[config.mk]
export PLATFORM = sky130hd
export DESIGN_NAME = spef_front
export DESIGN_NICKNAME = d
export VERILOG_FILES = /design/src/design/sem_psv_element_force_defines.svh /design/src/design/spef_pkg.sv /design/src/design/spef_front.sv
export SDC_FILE = /design/constraint.sdc
export NUM_CORES = 1
export LEC_CHECK = 0
export BUFFER_PORTS_ARGS = -buffer_cell sky130_fd_sc_hd__buf_2
export CAP_MARGIN = 20
export CELL_PAD_IN_SITES_DETAIL_PLACEMENT = 1
export CELL_PAD_IN_SITES_GLOBAL_PLACEMENT = 2
export CORE_AREA = 2 2 230 232
export DETAILED_ROUTE_END_ITERATION = 8
export DIE_AREA = 0 0 232 234
export MAX_ROUTING_LAYER = met4
export PLACE_DENSITY = 0.52
export SLEW_MARGIN = 40
export SYNTH_ARGS = -nofsm -noshare
export SYNTH_HDL_FRONTEND = slang
export SYNTH_SLANG_ARGS = --single-unit
export TNS_END_PERCENT = 30
[constraint.sdc]
create_clock -name clk -period 2 [get_ports clk]
set_input_delay 0.1 -clock clk [delete_from_list [all_inputs] [get_ports clk]]
set_output_delay 0.1 -clock clk [all_outputs]
set_load 0.01 [all_outputs]
[src/design/sem_psv_element_force_defines.svh]
// Assertion macros for the spectral element force block
`ifndef SEM_PSV_ELEMENT_FORCE_DEFINES_SVH
`define SEM_PSV_ELEMENT_FORCE_DEFINES_SVH

// same-cycle implication, sampled on clk, off during rst
`define SPEF_ASSERT_NOW(label, pre, post, msg) \
  label: assert property (@(posedge clk) disable iff (rst) (pre) |-> (post)) \
    else $error(msg);

// next-cycle implication, sampled on clk, off during rst
`define SPEF_ASSERT_NEXT(label, pre, post, msg) \
  label: assert property (@(posedge clk) disable iff (rst) (pre) |=> (post)) \
    else $error(msg);

`endif

[src/design/spef_pkg.sv]
// Shared types and constants of the spectral element force block
package spef_pkg;

  localparam int DATA_W  = 32;
  localparam int FORCE_W = 48;
  localparam int MAT_N   = 6;
  localparam int SLOT_W  = 6;

  localparam logic [1:0] CMD_H    = 2'd0;
  localparam logic [1:0] CMD_HT   = 2'd1;
  localparam logic [1:0] CMD_NODE = 2'd2;

  typedef struct packed {
    logic [1:0]                    kind;
    logic [SLOT_W-1:0]             slot;
    logic                          last;
    logic [DATA_W-1:0]             coef;
    logic [DATA_W-1:0]             disp_x;
    logic [DATA_W-1:0]             disp_z;
    logic [MAT_N-1:0][DATA_W-1:0]  mat;
  } cmd_t;

  typedef struct packed {
    logic full;
    logic empty;
  } q_status_t;

endpackage

[src/design/spef_front.sv]
// Front end: takes input beats, classifies them and counts nodes
module spef_front #(
  parameter int N = 5
) (
  input  logic                clk,
  input  logic                rst,
  input  logic                item_valid,
  output logic                item_ready,
  input  logic                func,
  input  logic [5:0]          coef_index,
  input  logic signed [31:0]  coef_value,
  input  logic signed [31:0]  disp_x,
  input  logic signed [31:0]  disp_z,
  input  logic signed [31:0]  mat0,
  input  logic signed [31:0]  mat1,
  input  logic signed [31:0]  mat2,
  input  logic signed [31:0]  mat3,
  input  logic signed [31:0]  mat4,
  input  logic signed [31:0]  mat5,
  input  spef_pkg::q_status_t q_st,
  output logic                push,
  output spef_pkg::cmd_t      cmd
);
  import spef_pkg::*;

  localparam int NN = N * N;
  localparam int CW = $clog2(NN);

  logic [CW-1:0] cnt;
  logic          fire;
  logic          in_h;
  logic          in_ht;
  logic          node_last;
  int            idx;

  always_comb begin
    idx        = int'(coef_index);
    item_ready = !q_st.full;
    fire       = item_valid && item_ready;
    in_h       = idx < NN;
    in_ht      = (idx >= NN) && (idx < 2 * NN);
    node_last  = cnt == CW'(NN - 1);
    push       = fire && (func || in_h || in_ht);
    cmd.kind   = func ? CMD_NODE : (in_h ? CMD_H : CMD_HT);
    cmd.slot   = func ? SLOT_W'(cnt) : (in_h ? coef_index : SLOT_W'(idx - NN));
    cmd.last   = func && node_last;
    cmd.coef   = coef_value;
    cmd.disp_x = disp_x;
    cmd.disp_z = disp_z;
    cmd.mat    = {mat5, mat4, mat3, mat2, mat1, mat0};
  end

  always_ff @(posedge clk) begin
    if (rst) begin
      cnt <= '0;
    end else if (fire && func) begin
      cnt <= node_last ? '0 : cnt + CW'(1);
    end
  end

endmodule

* After elaboration in Yosys (flattened, before gate mapping)
Cells that the tools add are included.
** Cells by class
- Multiplexer cells :: 5
- Magnitude comparators :: 3
- Reductions and logical operators :: 8
- $add $sub $neg :: 2
- Eq/ne operators :: 1
** Operators by type and width (count)
- two-way mux 6 bit :: 2
- greater-or-equal comparator 6 x 5 -> 1 bit (second input constant) :: 1
- less-than comparator 6 x 5 -> 1 bit (second input constant) :: 1
- less-than comparator 6 bit (second input constant) :: 1
- subtractor 6 x 5 -> 6 bit (second input constant) :: 1
- adder 5 x 1 -> 5 bit (second input constant) :: 1
- == test 5 bit (second input constant) :: 1
- logical AND 1 bit :: 5
- two-way mux 5 bit :: 1
- logical OR 1 bit :: 2
- two-way mux 2 bit :: 1
- zero test 1 bit :: 1
- two-way mux 1 bit :: 1
** Word-level totals
- Word-level logic and storage cells :: 20
- Register bits after elaboration :: 5
- Output and inout port bits :: 299
- Input bits :: 300

* Logic depth before layout (Yosys ltp)
Gate-level depths: netlist (run 1).
- Depth in word-level cells :: 4
- Gate-level depth with buffers :: 6
- Gate-level depth less buffers :: 6

* Worst setup path after synthesis (run 1)
Ideal clock, no wire load.
- Path type :: register to register
- From :: register cnt[0]
- To :: register cnt[2]
- Data arrival time :: 1.181 ns
- Path buffers :: 0
- Required time :: 1.909 ns
- Slack :: 0.728 ns
- Library setup time :: 0.091 ns
- Clock period less this slack :: 1.272 ns
- Cell stages (with the launch flop) :: 7
- Cells stage by stage :: dfxtp_1 inv_1 ha_1 and4b_4 nor2_4 a21oi_1 a311oi_1
** Between the ends
- Cells in the longest elaborated chain, start to end :: 2
- Elaborated cells on any way between the ends :: 3
- Classes of those cells :: add/sub: 1; eq/ne: 1; mux: 1
** Ends and longest elaborated chain
- from (decl) :: line spef_front.sv:29 : logic [CW-1:0] cnt;
- from (signal assigned) :: line spef_front.sv:57 : cnt <= node_last ? '0 : cnt + CW'(1);
- adder 5 x 1 -> 5 bit or == test 5 bit (tied branches) :: line spef_front.sv:57, spef_front.sv:42
- two-way mux 5 bit (*) :: line spef_front.sv:57
Mark *: on every way between the ends. The rest lies on a longest branch, timed or not.
A chain may end at the register's enable or synchronous reset.

==> results.tsv, run 1 <==
metric	value	unit
status	finished, final reports clean	
placed cell area	1480	um^2
Placement Setup Slack	0.368	ns
Slew Limit Fails	0	
top post-synthesis cells by area	buf_4 (81%), dfxtp_1 (3.7%), ha_1 (1.4%)	
# resized after CTS	0	
total gr overflow	0	
Detail Route Antenna Nets	0	
worst hold slack	0.113	ns
Post-synth ARST share	0	%
DIE AREA	54300	um^2
CTS max path bufs	2	
starting DRC count in detailed routing	29	
ys flop type	dfxtp_1	
DR WL/cell	13.5	um
kind of critical path	flop to primary output	
WL final	10.5	mm
initial core utilization	5.13	%
First-pass DRT Iterations	6	
Yosys cell types	31	
Top reg by flops	cnt	
R2R depth	6	
RSZ-0062 raised after global routing	false	
first-pass GRT wire length	12.3	mm
Total GRT Usage	3.65	%
I/O pin total	599	
worst setup path endpoint	cmd[288]	
Yosys top cell by area	buf_4	
final hold violation count	0	
Die Width	232	um
fmax	630	MHz
WP data required	1.90	ns
CP Launch Point	cnt[1]	
syn nets	660	
max reg flops	5	
pwr/cell area	360	nW/um^2
Max-slew headroom	67.9	%
max-cap viol count	0	
cell with the most instances after synthesis	buf_4	
core footprint	52000	um^2
final RePlAce weighted congestion	0.628	
CTS tree	yes	
Die Ht	234	um
cts hold-fix bufs	0	
number of flops mapped to enable cells by yosys	0	
critical-path maximum fanout	4	
Worst IR Drop VDD	0.215	mV
Detail Placement HPWL	9.12	mm
Worst EP arrival	1.49	ns
register area share after synthesis	3.75	%
initial antenna violation count	1	
fin area	1560	um^2
YS warnings	0	
number of buffers created by CTS	3	
vias in the first global route	1222	
Critical Path Start Type	flop	
final total power	0.562	mW
R2R setup slack	0.50	ns
biggest registers after layout	cnt x5	
crit share post-route	79.3	%
share of the synthesized area in the top cell type	81.3	%
port bufs	21	
slew of the pin with the lowest slew margin	0.481	ns
DRC violations left	0	
Synth top cells by count	buf_4 (289), nor2_1 (7), inv_1 (6), o21ai_1 (6)	
worst r2r src	cnt[1]	
flops & latches, synth	5	
DR vias	1107	
critical path endpoint category	primary output	
P&R area growth vs syn	-41.5	%
hold crit path type	primary input to flop	
number of clock sinks	5	
Worst Slack Setup Final	0.414	ns
largest net degree at the start of global routing	18	
number of vias per cell	1.41	
H-Tree Depth	1	
diodes inserted	0	
# rows	84	
Cell Area, Synth	2670	um^2
Finish-stage setup viols	0	
Post-CTS Setup Inserts	0	
Clk pin slew, worst setup/hold paths	0.04	ns
Avg Inst Size Synth	7.48	um^2
Setup TNS	0	ns
leakage	0.343	nW
share of cells above drive strength 1	35.8	%
Fin Clk Skew	0.00308	ns
Mapped Cells	357	
clk root buf	clkbuf_16	
min Tclk post-route	1.59	ns
clock latency on the worst-skew pair	0.23	ns
nets@finish	399	
R2R Path End	cnt[2]	
-- power breakdown --
part / switching (mW) / leakage [nW] / total (mW) / internal, mW
sequential: 0.00137 / 0.0404 / 0.103 / 0.102
combinational: 0.0752 / 0.264 / 0.121 / 0.0454
clock: 0.0735 / 0.0382 / 0.338 / 0.265
-- per-layer routing --
metal  wire (um)  global-route usage (%)  share of wire, %
met4        1690                    5.35                16
met2        3210                    3.52                30
met5           0                       -                 0
met3        2300                    3.31                22
met1        3350                    3.33                32
-- per-stage QoR --
step	cells	util, %
2_1_floorplan	357	-
3_3_place_gp	779	2.85
3_5_place_dp	779	2.85
4_1_cts	783	3.00
5_1_grt	783	3.00
6_report	783	3.00
-- worst min-delay path by stage --
stage,from,end,slack [ns],depth (start not counted)
floorplan,rst,cnt[3],0.17,1
global placement,mat4[8],cmd[136],0.20,0
detailed placement,mat4[8],cmd[136],0.20,0
CTS,rst,cnt[4],0.12,2
global route,rst,cnt[4],0.13,2
finish,rst,cnt[4],0.11,2
-- logic make-up (layout without fill, tap and decap cells) --
group,after synthesis,count (layout),synth area share [%]
XOR/XNOR,2,2,0.656
multiplexers,1,1,0.375
buffers and inverters,297,35,82.4
AND/OR/NAND/NOR,31,31,7.08
flip-flops,5,5,3.75
adder cells (fa/ha/maj),3,3,1.41
AO/OA/AOI/OAI,18,18,4.31
-- layout make-up --
cell class              count  area, um^2
well taps                 688         861
flip-flops and latches      5         100
multi-input cells          55         369
repair buffers             24         128
fillers                  6246       50500
inverters                   7        26.3
clock buffers               4        78.8
-- critical path: stages, from the launching register on --
cell,delay [ns]
dfxtp_1,0.33
inv_1,0.20
ha_1,0.20
and4b_4,0.28
and2_1,0.13
buf_2,0.12
-- cells in the final DEF, fill, tap and decap left out, types with 2 or more instances in the layout --
cell type  count
buf_2         21
nor2_1         7
inv_1          6
o21ai_1        6
nand2_1        5
dfxtp_1        5
a21oi_1        4
nor3_1         3
or3_1          3
nor2b_1        3
ha_1           3
clkbuf_16      3
buf_4          3
and2_1         2
xnor2_1        2
nand3_1        2
Note: power is estimated with default switching activity, not from simulation.
==> run 2: changes to the inputs <==
--- a/config.mk
+++ b/config.mk
@@ -13,7 +13,7 @@
 export DETAILED_ROUTE_END_ITERATION = 8
 export DIE_AREA = 0 0 232 234
 export MAX_ROUTING_LAYER = met4
-export PLACE_DENSITY = 0.52
+export PLACE_DENSITY = 0.54
 export SLEW_MARGIN = 40
 export SYNTH_ARGS = -nofsm -noshare
 export SYNTH_HDL_FRONTEND = slang
==> constraint.sdc (replaced) <==
create_clock -name clk -period 1.45 [get_ports clk]
set_input_delay 0.0725 -clock clk [delete_from_list [all_inputs] [get_ports clk]]
set_output_delay 0.0725 -clock clk [all_outputs]
set_load 0.01 [all_outputs]
==> run 2 against run 1 <==
- global-route usage grew 0.17 points
- sequential share of layout area shrank 0.10 points
- wire length grew 0.66%
- clock skew grew 0.0011 ns
- flip-flop and latch count is the same
- critical path depth is the same
- die area is the same
- sequential power grew 38%
- combinational power grew 36%
- worst setup slack lost 0.35 ns
- clock power grew 36%
- critical path type unchanged
==> results.tsv, run 2 (same netlist as run 1, synthesis figures left out) <==
metric	value	unit
Worst EP arrival	1.31	ns
fin area	1610	um^2
initial core utilization	5.13	%
max reg flops	5	
Crit path max-delay family	simple AND/OR/NAND/NOR gates	
CP cell instances	inv_2 -> ha_1 -> and4b_4 -> and2_4 -> buf_6	
Setup TNS	0	ns
slew of the pin with the lowest slew margin	0.440	ns
number of clock sinks	5	
WL final	10.6	mm
Detail Route Antenna Nets	0	
port bufs	21	
number of buffers created by CTS	3	
Max-slew headroom	70.7	%
R2R setup slack	0.14	ns
Total GRT Usage	3.82	%
core footprint	52000	um^2
Clk pin slew, worst setup/hold paths	0.04	ns
worst r2r src	cnt[1]	
Slew Limit Fails	0	
Critical Path Start Type	flop	
Detail Placement HPWL	9.23	mm
pwr/cell area	475	nW/um^2
final hold violation count	0	
Worst IR Drop VDD	0.405	mV
first-pass GRT wire length	12.5	mm
status	finished, final reports clean	
Top reg by flops	cnt	
# rows	84	
placed cell area	1480	um^2
initial antenna violation count	4	
Finish-stage setup viols	0	
clk root buf	clkbuf_16	
total gr overflow	0	
starting DRC count in detailed routing	26	
H-Tree Depth	1	
First-pass DRT Iterations	2	
final core occ	3.09	%
worst hold stages	2	
CTS max path bufs	2	
min Tclk post-route	1.38	ns
crit share post-route	95.3	%
vias in the first global route	1264	
crit-path max cell delay	0.31	ns
WP data required	1.38	ns
nets@finish	401	
kind of critical path	flop to primary output	
biggest registers after layout	cnt x5	
DR vias	1127	
worst hold slack	0.0996	ns
Fin Clk Skew	0.00419	ns
clock latency on the worst-skew pair	0.23	ns
critical-path maximum fanout	3	
leakage	0.362	nW
commonest non-fill, non-tap cell in the layout	buf_2	
critical path endpoint category	primary output	
share of cells above drive strength 1	44.3	%
DR WL/cell	13.5	um
DIE AREA	54300	um^2
WHS Endpoint	cnt[3]	
fmax	723	MHz
I/O pin total	599	
Placement Setup Slack	-0.0635	ns
most frequent cells in the layout	buf_2 (20), nor2_1 (7), o21ai_1 (6)	
Worst Slack Setup Final	0.0677	ns
R2R depth	6	
Die Width	232	um
CTS tree	yes	
P&R area growth vs syn	-39.8	%
R2R Path End	cnt[2]	
max-cap viol count	0	
DRC violations left	0	
WP buf/inv	2	
cts hold-fix bufs	0	
number of vias per cell	1.43	
Hold Path Origin	rst	
final RePlAce weighted congestion	0.650	
critical path's slowest cell	dfxtp_1	
hold crit path type	primary input to flop	
largest net degree at the start of global routing	18	
Die Ht	234	um
-- run 2: how the worst max path moves through the flow --
stage / start / end / slack [ns] / cells past startpoint
floorplan: cnt[0] / cnt[2] / 0.18 / 6
global placement: coef_index[0] / cmd[289] / -0.01 / 8
detailed placement: coef_index[0] / cmd[289] / -0.06 / 8
CTS: cnt[0] / cmd[288] / 0.005 / 5
global route: cnt[1] / cmd[288] / -0.0006 / 5
finish: cnt[1] / cmd[288] / 0.07 / 5
-- run 2: final cells by class --
| cell class | count | area [um^2] |
|---|---|---|
| well taps | 688 | 861 |
| inverters | 7 | 26.3 |
| diodes | 1 | 2.50 |
| repair buffers | 26 | 149 |
| fillers | 6240 | 50400 |
| flip-flops and latches | 5 | 101 |
| multi-input cells | 55 | 389 |
| clock buffers | 4 | 78.8 |
-- run 2: timing repair --
action	CTS	global route
endpoints found under the setup margin	3	5
setup buffers	0	2
pin swaps	0	1
resized for setup	4	6
endpoints found under the hold margin	0	0
-- run 2: report_power, final --
group          total (mW)  switching, mW  internal, mW
combinational       0.165          0.102        0.0628
sequential          0.142        0.00130         0.141
clock               0.458         0.0931         0.365
total               0.764          0.196         0.568
-- run 2: worst reg2reg max path: stages (launching register included) --
cell	delay [ns]
dfxtp_1	0.33
inv_2	0.07
ha_1	0.18
and4b_4	0.21
nor2_4	0.13
a21oi_1	0.07
a311oi_1	0.23
-- run 2: metrics by stage --
| step | total power [mW] | cells |
|---|---|---|
| 5_1_grt | 0.806 | 786 |
| 3_3_place_gp | 0.307 | 779 |
| 4_1_cts | 0.775 | 783 |
| 6_report | 0.764 | 786 |
| 3_5_place_dp | 0.309 | 779 |
| 2_1_floorplan | 1.03 | 357 |
-- run 2: metal layers --
layer  GRT usage (%)  vias up  share of wire, %
met5               -        -                 0
met4            5.41        0                16
met3            3.47      156                20
met2            3.69      246                31
met1            3.55      423                33
li1                -      302                 -
