--- config.mk ---
export PLATFORM = sky130hd
export DESIGN_NAME = spef_queue
export DESIGN_NICKNAME = d
export VERILOG_FILES = /design/src/design/sem_psv_element_force_defines.svh /design/src/design/spef_pkg.sv /design/src/design/spef_queue.sv
export SDC_FILE = /design/constraint.sdc
export NUM_CORES = 1
export LEC_CHECK = 0
export BUFFER_PORTS_ARGS = -buffer_cell sky130_fd_sc_hd__buf_2
export CAP_MARGIN = 20
export CORE_AREA = 2 2 234 236
export CTS_CLUSTER_SIZE = 10
export DETAILED_ROUTE_END_ITERATION = 12
export DIE_AREA = 0 0 236 238
export GPL_TIMING_DRIVEN = 0
export PLACE_DENSITY = 0.66
export SLEW_MARGIN = 5
export SYNTH_ARGS = -nofsm -noshare
export SYNTH_HDL_FRONTEND = slang
export SYNTH_SLANG_ARGS = --single-unit
--- constraint.sdc ---
create_clock -name clk -period 14.6 [get_ports clk]
set_input_delay 1.46 -clock clk [delete_from_list [all_inputs] [get_ports clk]]
set_output_delay 1.46 -clock clk [all_outputs]
set_load 0.02 [all_outputs]
--- src/design/sem_psv_element_force_defines.svh ---
// Assertion macros for the spectral element force block
`ifndef SEM_PSV_ELEMENT_FORCE_DEFINES_SVH
`define SEM_PSV_ELEMENT_FORCE_DEFINES_SVH

// same-cycle implication, sampled on clk, off during rst
`define SPEF_ASSERT_NOW(label, pre, post, msg) \
  label: assert property (@(posedge clk) disable iff (rst) (pre) |-> (post)) \
    else $error(msg);

// next-cycle implication, sampled on clk, off during rst
`define SPEF_ASSERT_NEXT(label, pre, post, msg) \
  label: assert property (@(posedge clk) disable iff (rst) (pre) |=> (post)) \
    else $error(msg);

`endif

--- src/design/spef_pkg.sv ---
// Shared types and constants of the spectral element force block
package spef_pkg;

  localparam int DATA_W  = 32;
  localparam int FORCE_W = 48;
  localparam int MAT_N   = 6;
  localparam int SLOT_W  = 6;

  localparam logic [1:0] CMD_H    = 2'd0;
  localparam logic [1:0] CMD_HT   = 2'd1;
  localparam logic [1:0] CMD_NODE = 2'd2;

  typedef struct packed {
    logic [1:0]                    kind;
    logic [SLOT_W-1:0]             slot;
    logic                          last;
    logic [DATA_W-1:0]             coef;
    logic [DATA_W-1:0]             disp_x;
    logic [DATA_W-1:0]             disp_z;
    logic [MAT_N-1:0][DATA_W-1:0]  mat;
  } cmd_t;

  typedef struct packed {
    logic full;
    logic empty;
  } q_status_t;

endpackage

--- src/design/spef_queue.sv ---
// Two-entry command queue between front and back
module spef_queue (
  input  logic                clk,
  input  logic                rst,
  input  logic                push,
  input  spef_pkg::cmd_t      din,
  input  logic                pop,
  output spef_pkg::cmd_t      head,
  output spef_pkg::q_status_t st
);
  import spef_pkg::*;

  cmd_t       slots [2];
  logic       wp;
  logic       rp;
  logic [1:0] cnt;

  assign head     = slots[rp];
  assign st.full  = cnt == 2'd2;
  assign st.empty = cnt == 2'd0;

  always_ff @(posedge clk) begin
    if (push) begin
      slots[wp] <= din;
    end
  end

  always_ff @(posedge clk) begin
    if (rst) begin
      wp  <= 1'b0;
      rp  <= 1'b0;
      cnt <= 2'd0;
    end else begin
      if (push) wp <= ~wp;
      if (pop)  rp <= ~rp;
      cnt <= cnt + {1'b0, push} - {1'b0, pop};
    end
  end

endmodule

== Yosys cells after proc, flatten, opt, wreduce, memory -nomap -nowiden ==
Memory sizes are Yosys's and may differ from the RTL's. A register that Yosys moved wholly into a read port is not among the register bits.
Cells that the tools add are included.
Widths: inputs -> output; s select.

* Add/sub/neg operators: 2
* Equality and inequality tests: 1
* Multiplexer cells: 4
* Bitwise operators: 2
* Reduce and logical (&&, ||, !) cells: 1

{| class="wikitable"
|+ Operators with widths
! kind !! number
|-
| $mux 1 || 4
|-
| $add 2x1->2 || 1
|-
| $eq 2x2->1 const B || 1
|-
| $logic_not 2->1 || 1
|-
| $not 1->1 || 2
|-
| $sub 2x1->2 || 1
|}

* Flip-flop bits (word level): 4
* Bits in writable memories: 594
* Input bits: 301
* Output and inout bits: 299
* Logic and storage cells: 14
* Memories kept: 1

{| class="wikitable"
|+ Memory list
! name !! words !! width !! rd ports !! clocked after Yosys merged registers in !! write ports !! line !! RTL
|-
| slots || 2 || 297 || 1 || 1 || 1 || spef_queue.sv:13 || <nowiki>cmd_t slots [2];</nowiki>
|}

== Depth between registers and ports, before layout ==
Gate-level depths: netlist (run 1).

* Depth after elaboration: 3
* Mapped depth: 6
* Mapped depth without buffers: 6

== Least setup slack after synthesis (run 1) ==
No wires, ideal clock.

* Path kind: input-to-reg
* Start point: input port push
* End point: memory slots[0][0] in the netlist's numbering (enable)
* Setup time: 0.997 ns
* Arrival time: 14.227 ns
* Required time: 13.603 ns
* Slack: -0.624 ns
* Stages on the path: 1
* Path buffers: 0
* Cell sequence: nor2b_1

* Word-level cells in the longest chain between the ends: 2

{| class="wikitable"
|+ Ends and longest elaborated chain
! element !! line !! RTL
|-
| from (decl) || spef_queue.sv:5 || <nowiki>input logic push,</nowiki>
|-
| $mux 1 || spef_queue.sv:23 || <nowiki>if (push) begin</nowiki>
|-
| $mux 1 (implied by the code) || spef_queue.sv:24 || <nowiki>slots[wp] <= din;</nowiki>
|-
| to (decl) || spef_queue.sv:13 ||
|}

Every way passes these cells.

==> key figures, run 1 <==
Setup path
  • Highest net fanout along the worst path: 10
  • Worst endpoint required time: ~13 ns
  • Kind of capture point of the worst setup path: output port
  • Path type of the worst setup path: reg -> out
  • Critical Path, Cell by Cell: buf_6 -> buf_6 -> buf_6 -> mux2_4 -> buf_2
  • R2r startpoint: wp
  • Reg-to-reg slack, setup: 12.30 ns
  • Most repeated library cell on the critical path: sky130_fd_sc_hd__buf_6
  • Arrival time at the worst endpoint: between 2 and 2.5 ns
  • Reg-to-Reg End: slots[1][145]
  • Worst-case reg-to-reg path depth: 4
  • Startpoint type of the worst setup path: register
  • Slowest stage cell, crit path: sky130_fd_sc_hd__mux2_4
  • Highest cell delay on the worst timing path: 0.33 ns

Final layout
  • Cell area after layout: 28800 um^2
  • Layout cells sized above 1: between 60% and 70%
  • Final core area utilization: 53.9%
  • Layout overhead on the synthesized area: 27.5%
  • Net count reported at finish: 1937
  • Most frequent standard cell in the layout excluding fill and tap cells: sky130_fd_sc_hd__buf_2
  • Commonest cells after routing, fill and taps aside: sky130_fd_sc_hd__buf_2 (605), sky130_fd_sc_hd__edfxtp_1 (594), sky130_fd_sc_hd__mux2_4 (230), sky130_fd_sc_hd__clkbuf_16 (72), sky130_fd_sc_hd__mux2_2 (67)

Route
  • DRC marker count from the first detailed-route iteration: 537
  • Post-route met1 wirelength: around 18000 um
  • Vias: about 11000
  • Average vias per placed instance: 4.80
  • Top routing layer in use: met5
  • Pre-antenna DRT Iters: 5
  • Wire length on met2: about 27000 um
  • Met3 layer wire length in the routed design: about 4200 um
  • Final routed DRC violation total: 0
  • Final WL: approximately 50000 um
  • Mean routed wirelength per cell: approximately 22 um
  • Final ANT Viol Nets: 0

Logic synthesis
  • Net Count, Synth: ~1200
  • Cell count after synthesis: between 900 and 1000
  • Mean cell area of the mapped netlist: about 24 um^2
  • Cell area after synthesis: around 23000 um^2
  • Post-synthesis sequential area ratio: 79.4%
  • FF+latch count, synth: 599
  • Ys Warns: 0
  • Number of distinct library cells after synthesis: 13

Clocking
  • Clock sinks: approximately 600
  • Cts hold-fix bufs: 0
  • Number of instances resized during post-cts repair: 0
  • Clock root cell: sky130_fd_sc_hd__clkbuf_16
  • Clock transition at the register clock pins on the worst setup and hold paths after CTS: approximately 0.050 ns
  • Post-CTS setup buffer count: 0
  • Clock latency on the worst-skew pair: around 0.58 ns
  • CTS buffer count: just over 70
  • Clock tree from TritonCTS: yes
  • Max Root-Sink Buffers: 3
  • # H-tree levels: 3

Die
  • Die X: roughly 240 um
  • Starting density of the core: a little over two fifths
  • Placeable core area: 53500 um^2
  • Boundary Pins: 600
  • DIE AREA: 56200 um^2
  • DIE HEIGHT: about 240 um
  • Number of placement rows: 85

STA
  • Maximum clock skew at final layout: 0.0275 ns
  • Final setup margin: 11.03 ns
  • Achievable frequency: 0.280 GHz
  • Hold Fails Final Rpt: 0
  • Max_slew headroom: between 40 and 50%
  • Final cycle utilization of the critical path: 24.4%
  • Unrepaired setup endpoints after global routing: no
  • Final setup violating endpoints: 0
  • Slew Viols, Final: 0
  • Shortest period the worst path allows: between 3 and 4 ns
  • Aggregate negative setup slack: 0 ns
  • Actual slew at the worst max-slew pin: roughly 0.76 ns

Job
  • Maximum Capacitance Violations: 0

Power
  • P_leak: between 10 and 15 nW
  • Peak supply drop: 0.105 mV
  • PD cells: 143 nW/um^2
  • Part of the power in the clock network: 36.6%
  • Net switching share of the total power: 23.4%
  • Seq pwr share: between 40% and 50%
  • Power Internal: approximately 3.2 mW
  • Total Power: between 4 and 5 mW
  • Combinational share of power: between 10% and 20%
  • Power spent charging and discharging nets: 0.967 mW

Placement
  • Routability congestion estimate from global placement: 0.801
  • Dpl hpwl: 37000 um
  • Area after detailed placement: approximately 27000 um^2
  • Post-place setup slack: 11.05 ns
  • Number of input and output port buffers inserted: 599

Min path
  • Worst Hold Path Cells: 2
  • Hold Path Origin: rp
  • Hold Crit Class: reg -> reg

Global routing
  • Global route overflow: 0
  • Overall routing resource usage: 17.7%
  • Via count of the first global-routing pass: about 12000
  • Antenna violations before repair: 16
  • Wire length of the first global-routing pass: approximately 74000 um
  • Maximum number of pins on one net before global-route repair: 60

Outcome
  • Status: completed
==> critical path, delay by kind of cell (launching register included) <==
kind	cells	cell delay [ns]
mux	1	0.33
buf+inv	4	0.86
flops	1	0.32
==> synthesized netlist by cell type <==
master,count,area (um^2)
sky130_fd_sc_hd__mux2_4,230,3450
sky130_fd_sc_hd__nor2_1,5,18.8
sky130_fd_sc_hd__xnor2_1,2,17.5
sky130_fd_sc_hd__mux2_2,67,754
sky130_fd_sc_hd__and2_1,1,6.26
sky130_fd_sc_hd__buf_2,6,30.0
sky130_fd_sc_hd__inv_1,2,7.51
sky130_fd_sc_hd__edfxtp_1,594,17800
sky130_fd_sc_hd__ha_1,2,25.0
sky130_fd_sc_hd__xnor3_1,1,22.5
sky130_fd_sc_hd__nor2b_1,3,18.8
sky130_fd_sc_hd__dfxtp_1,5,100
sky130_fd_sc_hd__buf_6,27,304
==> through the flow <==
step                hold WS [ns]  std cells
floorplan                  0.480        945
global placement           0.496       2240
detailed placement         0.503       2257
CTS                        0.524       2343
global route               0.558       2347
finish                     0.515       2351
==> cells by family after synthesis <==
family	count (synthesis)	synth area share (%)
buf+inv	35	1.51
xor+xnor	3	0.177
fa+ha+maj	2	0.111
mux	297	18.6
flops	599	79.4
simple gates	9	0.194
==> metal layers <==
metal / track usage, % / vias up
li1: - / 5161
met1: 19.3 / 5600
met2: 31.4 / 406
met3: 6.29 / 98
met4: 6.95 / 16
met5: 0 / -
==> area by class of cell <==
class                           instances  area, um^2
Sequential cell                       599       17900
Clock inverter                          9        92.6
Inverter                                2        7.51
Fill cell                            4277       24700
Timing Repair Buffer                  616        3400
Tap cell                              696         871
Antenna cell                            8        20.0
Multi-Input combinational cell        311        4330
Clock buffer                           77        1820
Buffer                                 33         334
==> worst max-delay path by stage <==
| stage | from | end | cells after the start |
|---|---|---|---|
| floorplan | push | slots[0][0] | 1 |
| global placement | push | slots[0][136] | 2 |
| detailed placement | push | slots[0][137] | 6 |
| CTS | register | head[131] | 5 |
| global route | register | head[131] | 5 |
| finish | register | head[131] | 5 |
==> power groups by stage <==
stage | combinational (mW) | clock (mW) | sequential, mW
finish | 0.580 | 1.51 | 2.04
global route | 0.613 | 1.62 | 2.04
CTS | 0.590 | 1.55 | 2.04
detailed placement | 0.589 | 0 | 2.07
global placement | 0.562 | 0 | 2.11
floorplan | 0.367 | 0 | 2.09
==> sequential cells by signal (all words and copies together), names as in the netlist, named ones only <==
register and cells:
cnt 2, rp 1, wp 1, slots 594
(Power assumes the default switching activity.)
==> run 2: changes to the inputs <==
Settings changed: ABC_AREA set to 1.
Clock period 14.6 ns to 3.2 ns, I/O delays scaled along.
==> run 2 against run 1 <==
Register-to-register slack worse by 12 ns. Utilization is 5.7 points higher. Sequential cell count stayed put. Design area is 11% higher. Area after synthesis hardly changed. First-iteration DRC count is 13% higher. Wire length is 7.7% higher. Combinational power grew to 4.9 times the previous value. Cell count is 13% higher. Via count is 11% higher.
==> key figures, run 2 <==
Clocking
  • Number of instances resized during post-cts repair: 0
  • # H-tree levels: 3
  • CTS buffer count: 71
  • Clock root cell: sky130_fd_sc_hd__clkbuf_16
  • Clock transition at the register clock pins on the worst setup and hold paths after CTS: roughly 0.050 ns
  • Clock tree from TritonCTS: yes
  • Post-CTS setup buffer count: 0
  • Clock sinks: approximately 600
  • Clock latency on the worst-skew pair: a little under 0.6 ns
  • Max Root-Sink Buffers: 3

Logic synthesis
  • Cell with the most instances after synthesis: sky130_fd_sc_hd__edfxtp_1
  • Fraction of synthesized cell area taken by the top area cell type: between 70% and 80%
  • List of most frequent post-synthesis cells: sky130_fd_sc_hd__edfxtp_1 (594), sky130_fd_sc_hd__mux2_4 (230), sky130_fd_sc_hd__mux2_2 (67)
  • Number of distinct library cells after synthesis: 14
  • Mean cell area of the mapped netlist: 23.7 um^2
  • Post-synthesis sequential area ratio: between 70 and 80%
  • Ys flop type: sky130_fd_sc_hd__edfxtp_1
  • Post-synth top area cell: sky130_fd_sc_hd__edfxtp_1
  • Cell count after synthesis: between 900 and 1000
  • Asr flop ratio synth: 0%
  • Net Count, Synth: approximately 1300
  • FF+latch count, synth: approximately 600
  • Cell area after synthesis: approximately 23000 um^2
  • Ys Warns: 0
  • Synth top area cells: sky130_fd_sc_hd__edfxtp_1 (79%), sky130_fd_sc_hd__mux2_4 (15%), sky130_fd_sc_hd__mux2_2 (3.3%), sky130_fd_sc_hd__buf_6 (1.3%), sky130_fd_sc_hd__dfxtp_1 (0.44%)
  • Post-synth EDFFs: just under 600

STA
  • Slew Viols, Final: 0
  • Maximum clock skew at final layout: roughly 0.015 ns
  • Final setup violating endpoints: 0
  • Max_slew headroom: a little under three fifths
  • Actual slew at the worst max-slew pin: about 0.66 ns
  • Hold Fails Final Rpt: 0
  • Unrepaired setup endpoints after global routing: no
  • Achievable frequency: ~0.41 GHz
  • Aggregate negative setup slack: 0 ns
  • Shortest period the worst path allows: approximately 2.5 ns
  • Hold Worst Slack: roughly 0.11 ns
  • Final cycle utilization of the critical path: between 70% and 80%

Final layout
  • Layout overhead on the synthesized area: 41.1%
  • Final core area utilization: 59.6%
  • Layout cells sized above 1: a little over half
  • Post-layout instance count excluding filler cells: around 2700
  • Net count reported at finish: 2250
  • Commonest cells after routing, fill and taps aside: sky130_fd_sc_hd__buf_2 (605), sky130_fd_sc_hd__edfxtp_1 (594), sky130_fd_sc_hd__dlygate4sd3_1 (299), sky130_fd_sc_hd__mux2_4 (230), sky130_fd_sc_hd__clkbuf_16 (72)
  • Final-layout fill cell count: roughly 3900
  • Largest registers: slots x594, cnt x2
  • Top reg by flops: slots
  • Most frequent standard cell in the layout excluding fill and tap cells: sky130_fd_sc_hd__buf_2
  • Max reg flops: just under 600

Die
  • Starting density of the core: a little over two fifths
  • Placeable core area: about 53000 um^2
  • Boundary Pins: 600
  • Die X: 236 um
  • DIE AREA: around 56000 um^2
  • Number of placement rows: 85
  • DIE HEIGHT: 238 um

Min path
  • Hold Crit Class: in -> reg

Placement
  • Routability congestion estimate from global placement: about 0.8
  • Number of placed cells counting well taps: around 2300
  • Number of input and output port buffers inserted: 599
  • Dpl hpwl: between 30000 and 40000 um

Global routing
  • Wire length of the first global-routing pass: just over 80000 um
  • Antenna violations before repair: 4
  • Overall routing resource usage: 19.3%
  • Via count of the first global-routing pass: 13900
  • Global route overflow: 0
  • Maximum number of pins on one net before global-route repair: 38

Setup path
  • Arrival time at the worst endpoint: between 2 and 2.5 ns
  • Worst endpoint required time: 2.88 ns
  • Highest net fanout along the worst path: 10
  • Path type of the worst setup path: reg -> out
  • Kind of capture point of the worst setup path: output port
  • Startpoint type of the worst setup path: register

Route
  • Final routed DRC violation total: 0
  • Average vias per placed instance: around 4.7
  • Final ANT Viol Nets: 0
  • Pre-antenna DRT Iters: 4
  • Final WL: between 50000 and 60000 um
  • DRC marker count from the first detailed-route iteration: 607
  • Vias: ~13000
  • Mean routed wirelength per cell: about 21 um

Power
  • Peak supply drop: about 0.45 mV
  • PD cells: approximately 600 nW/um^2
  • P_leak: ~13 nW

Outcome
  • Status: completed

Job
  • Maximum Capacitance Violations: 0
run 2: cells by family after synthesis:
kind of cell | Yosys count | share of synthesized area [%]
buffers and inverters | 41 | 1.61
adders and majority gates | 2 | 0.111
xor gates and xnor gates | 1 | 0.0388
AOI/OAI and AO/OA | 1 | 0.0221
DFF | 599 | 79.4
and+or+nand+nor | 14 | 0.244
muxes | 297 | 18.6
run 2: final timing paths:
kind / from / to / slack [ns] / cells past startpoint
setup / recovery: register / head[134] / 0.75 / 5
hold / removal: push / wp / 0.11 / 3
setup reg to reg: wp / slots[0][157] / 0.77 / 7
hold reg to reg: rp / register / 0.52 / 2
run 2: area by class of cell:
| class | count | area [um^2] | share of cell area [%] |
|---|---|---|---|
| Clock inverter | 9 | 91.3 | 0.286 |
| Sequential cell | 599 | 17900 | 56.3 |
| Buffer | 33 | 334 | 1.05 |
| Timing Repair Buffer | 919 | 6430 | 20.2 |
| Antenna cell | 3 | 7.51 | 0.0235 |
| Tap cell | 696 | 871 | 2.73 |
| Inverter | 8 | 46.3 | 0.145 |
| Multi-Input combinational cell | 315 | 4310 | 13.5 |
| Clock buffer | 82 | 1850 | 5.80 |
run 2: what timing repair did:
action	in CTS	in global routing
endpoints found under the setup margin	0	0
hold endpoints to repair	599	0
hold buffers	299	0
run 2: through the flow:
step | power, mW | worst slack, ns | cell area (um^2)
global route | 19.7 | 0.619 | 31900
global placement | 11.9 | -4.98 | 26500
CTS | 19.2 | 0.630 | 31900
floorplan | 11.0 | -2.05 | 22600
finish | 19.0 | 0.750 | 31900
detailed placement | 11.9 | 0.463 | 26900
run 2: metal layers:
layer / part of all wire, % / global-route usage [%] / vias up
met4: 3.1 / 8.01 / 2
met3: 7.0 / 5.87 / 93
met5: 0.024 / 0 / -
met2: 53 / 34.8 / 428
met1: 36 / 21.1 / 6246
li1: - / - / 5780
run 2: power by group:
part | switching, mW | internal, mW | total [mW]
Sequential | 0.101 | 9.10 | 9.21
Clock | 2.86 | 4.12 | 6.98
Combinational | 1.48 | 1.34 | 2.82
Total | 4.44 | 14.6 | 19.0
run 2: critical path, stage by stage (launching register included):
cell                      delay [ns]
sky130_fd_sc_hd__dfxtp_1        0.32
sky130_fd_sc_hd__buf_6          0.19
sky130_fd_sc_hd__buf_6          0.23
sky130_fd_sc_hd__buf_6          0.24
sky130_fd_sc_hd__mux2_4         0.37
sky130_fd_sc_hd__buf_2          0.17
